File: src/sv/peak_detect_threshold_distance_defines.svh
// ----------------------------------------------------------------------------
// peak detector assertion macros
// concurrent assertion helpers, empty under synthesis
// ----------------------------------------------------------------------------
`ifndef PEAK_DETECT_THRESHOLD_DISTANCE_DEFINES_SVH
`define PEAK_DETECT_THRESHOLD_DISTANCE_DEFINES_SVH

`ifndef SYNTHESIS
// same-cycle implication
`define PDTD_ASSERT_IMP(lbl, clk, rst_n, ante, cons) \
  lbl: assert property (@(posedge clk) disable iff (!rst_n) (ante) |-> (cons)) \
    else $error("peak detector assertion failed");
// next-cycle implication
`define PDTD_ASSERT_NXT(lbl, clk, rst_n, ante, cons) \
  lbl: assert property (@(posedge clk) disable iff (!rst_n) (ante) |=> (cons)) \
    else $error("peak detector assertion failed");
`else
`define PDTD_ASSERT_IMP(lbl, clk, rst_n, ante, cons)
`define PDTD_ASSERT_NXT(lbl, clk, rst_n, ante, cons)
`endif

`endif

File: src/sv/pdtd_pkg.sv
// ----------------------------------------------------------------------------
// pdtd_pkg
// shared types and constants of the peak detector
// ----------------------------------------------------------------------------
package pdtd_pkg;

  localparam int MAX_FRAME_LEN_DEF = 65536;
  localparam int SAMPLE_BITS_DEF   = 16;

  localparam int THRESH_W  = 16;
  localparam int DIST_W    = 16;
  localparam int INDEX_W   = 16;
  localparam int CFG_IDX_W = 2;
  localparam int CFG_DAT_W = 16;

  localparam logic [CFG_IDX_W-1:0] CFG_PEAK_THRESHOLD    = 2'd0;
  localparam logic [CFG_IDX_W-1:0] CFG_MIN_PEAK_DISTANCE = 2'd1;

  localparam int FIFO_DEPTH = 4;
  localparam int FIFO_PTR_W = $clog2(FIFO_DEPTH);
  localparam int FIFO_CNT_W = $clog2(FIFO_DEPTH + 1);

  typedef struct packed {
    logic signed [THRESH_W-1:0] peak_threshold;
    logic [DIST_W-1:0]          min_peak_distance;
  } cfg_t;

  typedef struct packed {
    logic [INDEX_W-1:0] peak_index;
    logic               peak_found;
    logic               frame_end;
  } result_t;

  typedef struct packed {
    logic                  full;
    logic                  not_empty;
    logic [FIFO_CNT_W-1:0] count;
  } fifo_stat_t;

endpackage

File: src/sv/pdtd_front.sv
// ----------------------------------------------------------------------------
// pdtd_front
// sample window and peak decision, one item per cycle while accept is high
// ----------------------------------------------------------------------------
module pdtd_front #(
  parameter int MAX_FRAME_LEN = pdtd_pkg::MAX_FRAME_LEN_DEF,
  parameter int SAMPLE_BITS   = pdtd_pkg::SAMPLE_BITS_DEF
) (
  input  logic                    clk,
  input  logic                    rst_n,
  input  logic                    accept,
  input  logic [SAMPLE_BITS-1:0]  sample,
  input  logic                    frame_last,
  input  pdtd_pkg::cfg_t          cfg,
  output logic                    res_valid,
  output pdtd_pkg::result_t       res
);
  import pdtd_pkg::*;

  localparam int CNT_W  = $clog2(MAX_FRAME_LEN + 1);
  localparam int IDX_W  = $clog2(MAX_FRAME_LEN);
  localparam int CMP_W  = (SAMPLE_BITS > THRESH_W) ? SAMPLE_BITS : THRESH_W;
  localparam int DCMP_W = (IDX_W > DIST_W) ? IDX_W : DIST_W;

  logic signed [SAMPLE_BITS-1:0] older_r, older_nxt;
  logic signed [SAMPLE_BITS-1:0] middle_r, middle_nxt;
  logic [CNT_W-1:0]              seen_r, seen_nxt;
  logic [IDX_W-1:0]              last_pos_r, last_pos_nxt;
  logic                          recorded_r, recorded_nxt;

  logic signed [SAMPLE_BITS-1:0] cur;
  logic signed [CMP_W-1:0]       mid_x, old_x, cur_x, thr_x;
  logic                          active, have_two;
  logic [IDX_W-1:0]              cand, gap;
  logic                          height_ok, local_max, far_ok, found;

  assign cur    = signed'(sample);
  assign mid_x  = middle_r;
  assign old_x  = older_r;
  assign cur_x  = cur;
  assign thr_x  = cfg.peak_threshold;

  assign active   = seen_r < CNT_W'(MAX_FRAME_LEN);
  assign have_two = seen_r >= CNT_W'(2);
  assign cand     = IDX_W'(seen_r - CNT_W'(1));
  assign gap      = cand - last_pos_r;

  assign height_ok = !(!cfg.peak_threshold[THRESH_W-1] && (mid_x < thr_x));
  assign local_max = (mid_x > old_x) && (mid_x > cur_x);
  assign far_ok    = !recorded_r ||
                     (DCMP_W'(gap) >= DCMP_W'(cfg.min_peak_distance));
  assign found     = active && have_two && height_ok && local_max && far_ok;

  assign res_valid      = accept && (found || frame_last);
  assign res.peak_index = found ? INDEX_W'(cand) : '0;
  assign res.peak_found = found;
  assign res.frame_end  = frame_last;

  always_comb begin
    older_nxt    = older_r;
    middle_nxt   = middle_r;
    seen_nxt     = seen_r;
    last_pos_nxt = last_pos_r;
    recorded_nxt = recorded_r;
    if (accept) begin
      if (found) begin
        last_pos_nxt = cand;
        recorded_nxt = 1'b1;
      end
      // past the frame-length bound the window freezes
      if (active) begin
        older_nxt  = middle_r;
        middle_nxt = cur;
        seen_nxt   = seen_r + CNT_W'(1);
      end
      if (frame_last) begin
        older_nxt    = '0;
        middle_nxt   = '0;
        seen_nxt     = '0;
        last_pos_nxt = '0;
        recorded_nxt = 1'b0;
      end
    end
  end

  always_ff @(posedge clk) begin
    if (!rst_n) begin
      older_r    <= '0;
      middle_r   <= '0;
      seen_r     <= '0;
      last_pos_r <= '0;
      recorded_r <= 1'b0;
    end else begin
      older_r    <= older_nxt;
      middle_r   <= middle_nxt;
      seen_r     <= seen_nxt;
      last_pos_r <= last_pos_nxt;
      recorded_r <= recorded_nxt;
    end
  end

endmodule

File: src/sv/pdtd_fifo.sv
// ----------------------------------------------------------------------------
// pdtd_fifo
// short result queue between decision front and output stage
// ----------------------------------------------------------------------------
module pdtd_fifo (
  input  logic                   clk,
  input  logic                   rst_n,
  input  logic                   wr_en,
  input  pdtd_pkg::result_t      wr_data,
  input  logic                   rd_en,
  output pdtd_pkg::result_t      rd_data,
  output pdtd_pkg::fifo_stat_t   stat
);
  import pdtd_pkg::*;

  result_t               slot_r [FIFO_DEPTH];
  logic [FIFO_PTR_W-1:0] wr_ptr_r, wr_ptr_nxt;
  logic [FIFO_PTR_W-1:0] rd_ptr_r, rd_ptr_nxt;
  logic [FIFO_CNT_W-1:0] cnt_r, cnt_nxt;
  logic                  do_wr, do_rd;

  assign stat.full      = cnt_r == FIFO_CNT_W'(FIFO_DEPTH);
  assign stat.not_empty = cnt_r != '0;
  assign stat.count     = cnt_r;

  assign do_wr   = wr_en && !stat.full;
  assign do_rd   = rd_en && stat.not_empty;
  assign rd_data = slot_r[rd_ptr_r];

  always_comb begin
    wr_ptr_nxt = do_wr ? wr_ptr_r + FIFO_PTR_W'(1) : wr_ptr_r;
    rd_ptr_nxt = do_rd ? rd_ptr_r + FIFO_PTR_W'(1) : rd_ptr_r;
    cnt_nxt    = cnt_r;
    if (do_wr && !do_rd) begin
      cnt_nxt = cnt_r + FIFO_CNT_W'(1);
    end else if (do_rd && !do_wr) begin
      cnt_nxt = cnt_r - FIFO_CNT_W'(1);
    end
  end

  always_ff @(posedge clk) begin
    if (do_wr) begin
      slot_r[wr_ptr_r] <= wr_data;
    end
  end

  always_ff @(posedge clk) begin
    if (!rst_n) begin
      wr_ptr_r <= '0;
      rd_ptr_r <= '0;
      cnt_r    <= '0;
    end else begin
      wr_ptr_r <= wr_ptr_nxt;
      rd_ptr_r <= rd_ptr_nxt;
      cnt_r    <= cnt_nxt;
    end
  end

endmodule

File: src/sv/pdtd_back.sv
// ----------------------------------------------------------------------------
// pdtd_back
// output register that drains the result queue
// ----------------------------------------------------------------------------
module pdtd_back (
  input  logic                            clk,
  input  logic                            rst_n,
  input  logic                            q_avail,
  input  pdtd_pkg::result_t               q_data,
  output logic                            q_rd,
  input  logic                            out_pop,
  output logic                            out_empty,
  output logic [pdtd_pkg::INDEX_W-1:0]    out_peak_index,
  output logic                            out_peak_found,
  output logic                            out_frame_end
);
  import pdtd_pkg::*;

  logic    valid_r, valid_nxt;
  result_t data_r;
  logic    take;

  // refill when the held item leaves or nothing is held
  assign take = q_avail && (!valid_r || out_pop);
  assign q_rd = take;

  always_comb begin
    valid_nxt = valid_r;
    if (take) begin
      valid_nxt = 1'b1;
    end else if (out_pop) begin
      valid_nxt = 1'b0;
    end
  end

  always_ff @(posedge clk) begin
    if (take) begin
      data_r <= q_data;
    end
  end

  always_ff @(posedge clk) begin
    if (!rst_n) begin
      valid_r <= 1'b0;
    end else begin
      valid_r <= valid_nxt;
    end
  end

  assign out_empty      = !valid_r;
  assign out_peak_index = data_r.peak_index;
  assign out_peak_found = data_r.peak_found;
  assign out_frame_end  = data_r.frame_end;

endmodule

File: src/sv/peak_detect_threshold_distance.sv
// ----------------------------------------------------------------------------
// peak_detect_threshold_distance
// streaming local-maximum peak detector with height and distance limits
// ----------------------------------------------------------------------------
// Takes one signed sample per cycle, back to back unless in_full is high, and
// reports a peak one item later, when the following sample arrives; the
// first and last samples of a frame never count. A sample is a peak when
// strictly above both neighbours, at least peak_threshold (unless the
// threshold is negative) and at least min_peak_distance indices after the
// previous peak of the frame. The item flagged frame_last always yields a
// result with frame_end set, and the frame state is then cleared. The front
// stage decides combinationally; a four-entry queue and an output register
// follow, and a result passes both before it is poppable. Input only stalls
// when that queue is full. Configuration is taken at any time (cfg_ready is
// always high) but should be written between frames.
module peak_detect_threshold_distance #(
  parameter int MAX_FRAME_LEN = pdtd_pkg::MAX_FRAME_LEN_DEF,
  parameter int SAMPLE_BITS   = pdtd_pkg::SAMPLE_BITS_DEF
) (
  input  logic                             clk,
  input  logic                             rst_n,
  input  logic                             in_push,
  output logic                             in_full,
  input  logic [SAMPLE_BITS-1:0]           in_sample,
  input  logic                             in_frame_last,
  output logic                             out_empty,
  input  logic                             out_pop,
  output logic [pdtd_pkg::INDEX_W-1:0]     out_peak_index,
  output logic                             out_peak_found,
  output logic                             out_frame_end,
  input  logic                             cfg_valid,
  output logic                             cfg_ready,
  input  logic [pdtd_pkg::CFG_IDX_W-1:0]   cfg_index,
  input  logic [pdtd_pkg::CFG_DAT_W-1:0]   cfg_data
);
  import pdtd_pkg::*;

`include "peak_detect_threshold_distance_defines.svh"

  cfg_t       cfg_r, cfg_nxt;
  logic       accept;
  logic       res_valid;
  result_t    res;
  result_t    q_data;
  logic       q_rd;
  fifo_stat_t q_stat;

  assign cfg_ready = 1'b1;

  always_comb begin
    cfg_nxt = cfg_r;
    if (cfg_valid) begin
      unique case (cfg_index)
        CFG_PEAK_THRESHOLD:    cfg_nxt.peak_threshold    = signed'(cfg_data);
        CFG_MIN_PEAK_DISTANCE: cfg_nxt.min_peak_distance = cfg_data;
        default: ;
      endcase
    end
  end

  always_ff @(posedge clk) begin
    if (!rst_n) begin
      cfg_r.peak_threshold    <= -16'sd1;
      cfg_r.min_peak_distance <= '0;
    end else begin
      cfg_r <= cfg_nxt;
    end
  end

  assign in_full = q_stat.full;
  assign accept  = in_push && !in_full;

  pdtd_front #(
    .MAX_FRAME_LEN (MAX_FRAME_LEN),
    .SAMPLE_BITS   (SAMPLE_BITS)
  ) u_front (
    .clk        (clk),
    .rst_n      (rst_n),
    .accept     (accept),
    .sample     (in_sample),
    .frame_last (in_frame_last),
    .cfg        (cfg_r),
    .res_valid  (res_valid),
    .res        (res)
  );

  pdtd_fifo u_fifo (
    .clk     (clk),
    .rst_n   (rst_n),
    .wr_en   (res_valid),
    .wr_data (res),
    .rd_en   (q_rd),
    .rd_data (q_data),
    .stat    (q_stat)
  );

  pdtd_back u_back (
    .clk            (clk),
    .rst_n          (rst_n),
    .q_avail        (q_stat.not_empty),
    .q_data         (q_data),
    .q_rd           (q_rd),
    .out_pop        (out_pop),
    .out_empty      (out_empty),
    .out_peak_index (out_peak_index),
    .out_peak_found (out_peak_found),
    .out_frame_end  (out_frame_end)
  );

  // every delivered item has a reason to exist
  `PDTD_ASSERT_IMP(a_result_has_cause, clk, rst_n, !out_empty && !out_peak_found, out_frame_end)
  // a frame end item is never dropped on its way to the queue
  `PDTD_ASSERT_NXT(a_frame_end_queued, clk, rst_n, accept && in_frame_last, q_stat.count != '0)
  // a result with no peak carries a zero index
  `PDTD_ASSERT_IMP(a_idle_index_zero, clk, rst_n, !out_empty && !out_peak_found, out_peak_index == '0)

endmodule
File: config.mk
export PLATFORM = sky130hd
export DESIGN_NAME = peak_detect_threshold_distance
export DESIGN_NICKNAME = d
export VERILOG_FILES = /design/src/sv/pdtd_pkg.sv /design/src/sv/pdtd_front.sv /design/src/sv/pdtd_fifo.sv /design/src/sv/pdtd_back.sv /design/src/sv/peak_detect_threshold_distance.sv
export VERILOG_INCLUDE_DIRS = /design/src /design/src/sv
export SDC_FILE = /design/constraint.sdc
export NUM_CORES = 1
export LEC_CHECK = 0
export ABC_AREA = 1
export BUFFER_PORTS_ARGS = -buffer_cell sky130_fd_sc_hd__buf_2
export CAP_MARGIN = 20
export CORE_ASPECT_RATIO = 1.5
export CORE_MARGIN = 5
export CORE_UTILIZATION = 45
export CTS_CLUSTER_DIAMETER = 30
export DETAILED_ROUTE_END_ITERATION = 10
export SLEW_MARGIN = 10
export SYNTH_ARGS = -nofsm -noshare
export SYNTH_HDL_FRONTEND = slang
export SYNTH_SLANG_ARGS = --single-unit
export TNS_END_PERCENT = 100
File: constraint.sdc
create_clock -name clk -period 5.5 [get_ports clk]
set_input_delay 1.1 -clock clk [delete_from_list [all_inputs] [get_ports clk]]
set_output_delay 1.1 -clock clk [all_outputs]
set_load 0.01 [all_outputs]
==> metrics, run 1 <==
outcome=finished clean; Slew headroom=0.3448; Final Hold Viols=0; met3 wire len=699 µm; TritonCTS Buffers=17; pwr/cell area=373.2 mW/mm²; first-pass GRT wire length=38990 µm; unrepaired setup endpoints after global routing=no; die outline area=0.02602 mm²; Syn Inst Count=1189; vias in the first global route=7932; Core ar.=0.02247 mm²; synthesis-to-finish area growth=11.83%; M1 WL=9054 µm; CP Max Fanout=9; measured slew at the worst slew-check pin=0.9800 ns; total global-route track usage=0.1871; post-synth top area share=0.2630; Synth async-reset ratio=0; ratio of cells with drive above 1 in the final layout=0.1260; Final Max Slew Viols=0; max-cap violations=0; final wirelength=23270 µm; register area=0.004825 mm²; Leak Pwr=4.867 nW; worst-case clock buffer depth=2; post-synthesis sequential area ratio=0.4694; Clock transition at path regs=0.07 ns; RePlAce Congestion=0.8519; skew final=0.01269 ns; # IOs=61; per-cell routed wire length=15.21 µm; most frequent cells in the layout=inv_1 (163), nand2_1 (162), nor2_1 (118); diode count=0; Pwr Total=4.289 mW; min-delay worst type=flop to flop; Arr. time, crit path=5.33 ns; Nets=1368; Crit. End Element=flop; post-CTS setup buffer count=0; Final HPWL DP=16780 µm; chip height=195.1 µm; average cell area after synthesis=8.644 µm²; cell mode on critical path=inv_1; CTS tree=done; setup TNS=0 ns; 1st-iter DRT viols=293; Top Metal Used=met4; Sink Count=196; slowest cell delay on critical path=0.42 ns; yosys warns=0; syn nets=1316; largest net degree at the start of global routing=51; Yosys reg bits=196; CP required=5.83 ns; highest clock rate=200.1 MHz; prevailing post-synth register cell=dfxtp_1; Mapped Area=0.01028 mm²; Max stage delay cell, worst path=fa_1; Final setup viols=0; Starting Density=0.4575; Top delay family on crit path=adder cells; total number of vias=7885; filler instances=2173; DR vias/cell=5.154; met2 WL post-DR=12750 µm; number of flops mapped to enable cells by yosys=90; CTS HTree Levels=4; Tmin final=4.998 ns; Root Buffer=clkbuf_16; antenna violations before repair=0; maximum VDD drop=0.2301 mV; WS Path Type=flop to flop; DRT Pass-1 Iters=5; Multi-input gate area=0.004659 mm²; row count=67; synth unique cells=48; crit path buf inv count=7; die width=133.4 µm; Tcrit/Tclk final=0.9087; Worst-Skew Late Latency=0.44 ns; Area contributors post-synth=edfxtp_1 (26%), dfxtp_1 (21%), ha_1 (10%), inv_1 (6.0%), nand2_1 (5.9%); post-synth top area cell=edfxtp_1; number of port buffers=59; Post-DRT Antenna Nets=0; DRC Markers=0; global route overflow=0; commonest non-fill, non-tap cell in the layout=inv_1; Worst setup SP type=flop
-- worst register-to-register path: cells and delay by family, from the launching register on --
kind / cells / cell delay [ns]
adder cells (fa/ha/maj): 5 / 1.39
AND/OR/NAND/NOR: 12 / 1.35
XOR/XNOR: 2 / 0.39
flip-flops: 1 / 0.31
buffers and inverters: 7 / 0.54
AO/OA/AOI/OAI: 6 / 0.92
-- power breakdown --
| group | switching, mW | internal (mW) |
|---|---|---|
| clock | 0.562 | 0.630 |
| sequential | 0.0570 | 1.72 |
| combinational | 0.851 | 0.469 |
| total | 1.47 | 2.82 |
-- synthesized netlist by cell type (all sizes together), types with 3 or more instances --
| cell | instances |
|---|---|
| nand2 | 169 |
| inv | 166 |
| nor2 | 125 |
| a21oi | 123 |
| dfxtp | 106 |
| edfxtp | 90 |
| nand3 | 90 |
| ha | 85 |
| o21ai | 77 |
| clkbuf | 35 |
| xor2 | 20 |
| o22ai | 18 |
| o211ai | 16 |
| nor3 | 13 |
| buf | 11 |
| nand4 | 9 |
| xnor2 | 7 |
| o21a | 4 |
| clkinv | 3 |
| nor4 | 3 |
| o21bai | 3 |
-- per-layer routing --
layer | GRT usage | up-vias
li1 | - | 4085
met1 | 0.1980 | 3627
met2 | 0.3604 | 134
met3 | 0.03270 | 39
met4 | 0.07701 | 0
met5 | 0 | -
-- flip-flops by register name, summed over array words and instances, names as in the netlist --
register,count
u_front.mid_x,16
u_back.out_peak_found,1
u_front.old_x,16
u_fifo.slot_r,72
u_front.recorded_r,1
u_fifo.rd_ptr_r,2
cfg_r,32
u_back.valid_r,1
u_fifo.cnt_r,3
u_front.last_pos_r,16
u_front.seen_r,17
u_back.out_frame_end,1
u_back.out_peak_index,16
u_fifo.wr_ptr_r,2
-- through the flow --
| step | worst slack, ns | cell area (µm²) | utilization | cells | hold WS (ns) |
|---|---|---|---|---|---|
| floorplan | 0.6340 | 10280 | - | 1189 | 0.4280 |
| global placement | 0.5350 | 10860 | 0.4834 | 1496 | 0.4489 |
| detailed placement | 0.3769 | 10860 | 0.4834 | 1496 | 0.4521 |
| CTS | 0.3170 | 11420 | 0.5082 | 1528 | 0.4629 |
| global route | 0.002464 | 11490 | 0.5116 | 1530 | 0.4834 |
| finish | 0.5022 | 11490 | 0.5116 | 1530 | 0.4607 |
-- kinds of logic (layout without fill, tap and decap cells) --
group	after synthesis	after routing	synth area share
and+or+nand+nor	412	412	0.1823
other	1	1	0.0003649
adders and majority gates	87	87	0.1074
AOI/OAI and AO/OA	251	251	0.1365
buffers and inverters	215	280	0.08108
DFF	196	196	0.4694
xor gates and xnor gates	27	27	0.02301
-- repair_timing --
action | in CTS | in global routing
hold buffers | 0 | 0
resized for setup | 0 | 6
setup endpoints to repair | 0 | 2
-- cell type report --
cell class | instances | area share
Tap cell | 276 | 0.03005
Sequential cell | 196 | 0.4198
Timing Repair Buffer | 79 | 0.04115
Clock buffer | 18 | 0.03734
Multi-Input combinational cell | 778 | 0.4054
Inverter | 169 | 0.05519
Clock inverter | 14 | 0.01110
-- worst paths after layout --
path	startpoint	to	slack (ns)	cells after the start
min	u_front.old_x[11]$_SDFFE_PN0P_	u_front.old_x[11]$_SDFFE_PN0P_	0.46	2
min reg2reg	u_front.old_x[11]$_SDFFE_PN0P_	u_front.old_x[11]$_SDFFE_PN0P_	0.46	2
max reg2reg	u_front.seen_r[0]$_SDFFE_PN0P_	u_fifo.cnt_r[1]$_SDFFE_PN0P_	0.50	32
max	u_front.seen_r[0]$_SDFFE_PN0P_	u_fifo.cnt_r[1]$_SDFFE_PN0P_	0.50	32
(Power assumes the default switching activity.)
==> run 2, diff against run 1 <==
--- a/config.mk
+++ b/config.mk
@@ -6,7 +6,7 @@
 export SDC_FILE = /design/constraint.sdc
 export NUM_CORES = 1
 export LEC_CHECK = 0
-export ABC_AREA = 1
+export ABC_AREA = 0
 export BUFFER_PORTS_ARGS = -buffer_cell sky130_fd_sc_hd__buf_2
 export CAP_MARGIN = 20
 export CORE_ASPECT_RATIO = 1.5
==> run 2 against run 1 <==
  * Count of clock-buffer cells in the layout is the same
  * Critical endpoint is now u_fifo.cnt_r[2]$_SDFFE_PN0P_
  * Sequential power is essentially flat
  * Die area shrank 3.8%
  * Clock power grew 13%
  * Routed wire length shrank 6.3%
  * Via count shrank 12%
  * Non-clock buffer count grew 38
  * Sequential share of layout area shrank 0.50 points
  * Hold slack lost 0.0033 ns
  * Power shrank 1.2%
  * Highest routed layer unchanged
==> metrics, run 2 <==
outcome=finished clean; syn nets=1063 (-19%); # IOs=61 (unchanged); Sink Count=196 (unchanged); DR vias/cell=5.287 (+2.6%); per-cell routed wire length=16.57 µm (+9.0%); chip height=191.3 µm (-2.0%); ratio of cells with drive above 1 in the final layout=0.1992 (+0.07324); total global-route track usage=0.1837 (-0.003397); highest clock rate=182.7 MHz (-8.7%); setup TNS=0 ns (unchanged); crit path buf inv count=2 (-5); Slew headroom=0.3743 (+0.02950); Mapped Area=0.009856 mm² (-4.1%); die width=130.8 µm (-1.9%); CTS HTree Levels=4 (unchanged); skew final=0.007999 ns (-0.004692 ns); 1st-iter DRT viols=277 (-5.5%); Hold WS=0.4573 ns (-0.003330 ns); diode count=0 (unchanged); commonest non-fill, non-tap cell in the layout=inv_1; unrepaired setup endpoints after global routing=yes; Top delay family on crit path=simple AND/OR/NAND/NOR gates; synth unique cells=57 (+19%); critical path depth=25 (-22%); worst reg-to-reg setup slack=0.03 ns (-0.48 ns); Tmin final=5.474 ns (+0.4767 ns); Yosys reg bits=196 (unchanged); Syn Inst Count=936 (-21%); Worst-Skew Late Latency=0.44 ns (about the same); post-synthesis sequential area ratio=0.4895 (+0.02008); WS Path Type=flop to flop; Core ar.=0.02164 mm² (-3.7%); Final HPWL DP=16340 µm (-2.6%); CTS tree=done; die outline area=0.02502 mm² (-3.8%); reg2reg start=u_front.seen_r[2]$_SDFFE_PN0P_; Leak Pwr=4.617 nW (-5.1%); RR Endpoint=u_fifo.cnt_r[2]$_SDFFE_PN0P_; Worst setup SP type=flop; prevailing post-synth register cell=dfxtp_1; biggest regs=u_fifo.slot_r: 72 flops, cfg_r: 32 flops, u_front.seen_r: 17 flops; Area contributors post-synth=edfxtp_1 (27%), dfxtp_1 (22%), ha_1 (11%), inv_1 (4.1%), mux4_2 (4.1%); CP required=5.87 ns (+0.04 ns); worst-case clock buffer depth=2 (unchanged); average cell area after synthesis=10.53 µm² (+22%); hold_sp=cfg_r[4]$_SDFFE_PN0P_; number of flops mapped to enable cells by yosys=90 (unchanged); yosys warns=0 (unchanged); min-delay worst type=flop to flop; hold_buf cts=0 (unchanged); top-count cell post-synth=inv_1; pwr/cell area=363.8 mW/mm² (-2.5%); largest net degree at the start of global routing=42 (-18%); post-synth top area cell=edfxtp_1; maximum VDD drop=0.1680 mV (-27%); measured slew at the worst slew-check pin=0.9372 ns (-0.04278 ns); Final Hold Viols=0 (unchanged); Final Max Slew Viols=0 (unchanged); Clock transition at path regs=0.07 ns (about the same); most frequent cells in the layout=inv_1 (106), dfxtp_1 (104), edfxtp_1 (90); Synth async-reset ratio=0 (unchanged); DRC Markers=0 (unchanged); synthesis-to-finish area growth=18.15%; Max stage delay cell, worst path=or4b_4; Post-DRT Antenna Nets=0 (unchanged); first-pass GRT wire length=35390 µm (-9.2%); number of port buffers=59 (unchanged); FF-to-FF path depth=25 (-22%); worst hold endpoint=cfg_r[4]$_SDFFE_PN0P_; RePlAce Congestion=0.8980 (+5.4%); Hold Path Cell Cnt=2 (unchanged); Tcrit/Tclk final=0.9954 (+0.08667); Root Buffer=clkbuf_16; slowest cell delay on critical path=0.53 ns (+0.11 ns); vias in the first global route=7102 (-10%); row count=66 (-1.5%); Arr. time, crit path=5.84 ns (+0.51 ns); total number of vias=6958 (-12%); largest register by flop count=u_fifo.slot_r; Crit. End Element=flop; synth cell count leaders=inv_1 (108), dfxtp_1 (106), edfxtp_1 (90); CP Max Fanout=5 (-4); post-synth top area share=0.2742 (+0.01125); final wirelength=21810 µm (-6.3%); max FFs per register=72 (unchanged); max-cap violations=0 (unchanged); TritonCTS Buffers=17 (unchanged); Nets=1159 (-15%); Starting Density=0.4555 (-0.001923); DRT Pass-1 Iters=4 (-1); antenna violations before repair=0 (unchanged); Final setup viols=0 (unchanged); global route overflow=0 (unchanged)
[run 2: power by group]
part	switching [mW]	internal, mW
combinational	0.595	0.529
clock	0.535	0.804
sequential	0.0822	1.69
total	1.21	3.03
[run 2: worst max-delay path by stage]
stage                                   start                      endpoint
2_1_floorplan  u_front.seen_r[3]$_SDFFE_PN0P_  u_fifo.cnt_r[2]$_SDFFE_PN0P_
3_3_place_gp   u_front.seen_r[5]$_SDFFE_PN0P_  u_fifo.cnt_r[2]$_SDFFE_PN0P_
3_5_place_dp   u_front.seen_r[5]$_SDFFE_PN0P_  u_fifo.cnt_r[2]$_SDFFE_PN0P_
4_1_cts        u_front.seen_r[4]$_SDFFE_PN0P_  u_fifo.cnt_r[2]$_SDFFE_PN0P_
5_1_grt        u_front.seen_r[2]$_SDFFE_PN0P_  u_fifo.cnt_r[2]$_SDFFE_PN0P_
6_report       u_front.seen_r[2]$_SDFFE_PN0P_  u_fifo.cnt_r[2]$_SDFFE_PN0P_
[run 2: area by class of cell]
cell class | instances | area (µm²)
fill | 1963 | 9991
clock buffer | 18 | 429.2
sequential | 196 | 4830
clock inverter | 13 | 205.2
inverter | 108 | 405.4
multi-input combinational | 592 | 4614
tap | 272 | 340.3
timing repair buffer | 117 | 820.8
[run 2: metrics by stage]
| step | instances | utilization | instance area, µm² | power, mW | setup WS, ns |
|---|---|---|---|---|---|
| 5_1_grt | 1316 | 0.5382 | 11640 | 4.488 | -0.2861 |
| 2_1_floorplan | 936 | - | 9961 | 2.522 | -0.1729 |
| 4_1_cts | 1313 | 0.5331 | 11530 | 4.269 | -0.02203 |
| 3_5_place_dp | 1279 | 0.5023 | 10870 | 2.910 | -0.07786 |
| 3_3_place_gp | 1278 | 0.5010 | 10840 | 2.891 | 0.07858 |
| 6_report | 1316 | 0.5382 | 11640 | 4.237 | 0.02557 |
[run 2: per-layer routing]
layer	GRT usage	wire length, µm
met1	0.1934	8559
met2	0.3392	11640
met3	0.03606	627
met4	0.09303	983
met5	0	0
[run 2: what timing repair did]
action,4_1_cts,5_1_grt
hold endpoints to repair,0,0
pin swaps,17,14
resized for setup,6,18
setup endpoints to repair,1,74
buffers inserted,3,2
[run 2: cells by family after synthesis]
family                     Yosys count  share of synthesized area
AOI/OAI and AO/OA                  168                     0.1183
adders and majority gates           87                     0.1120
xor gates and xnor gates            43                    0.03821
other                                1                  0.0003805
buffers and inverters              148                    0.05992
muxes                               23                    0.04621
DFF                                196                     0.4895
and+or+nand+nor                    270                     0.1355
[run 2: tightest hold or removal path: cells and delay by family, from the launching register on]
kind | cells | cell delay [ns]
DFF | 1 | 0.31
AOI/OAI and AO/OA | 1 | 0.05
and+or+nand+nor | 1 | 0.05
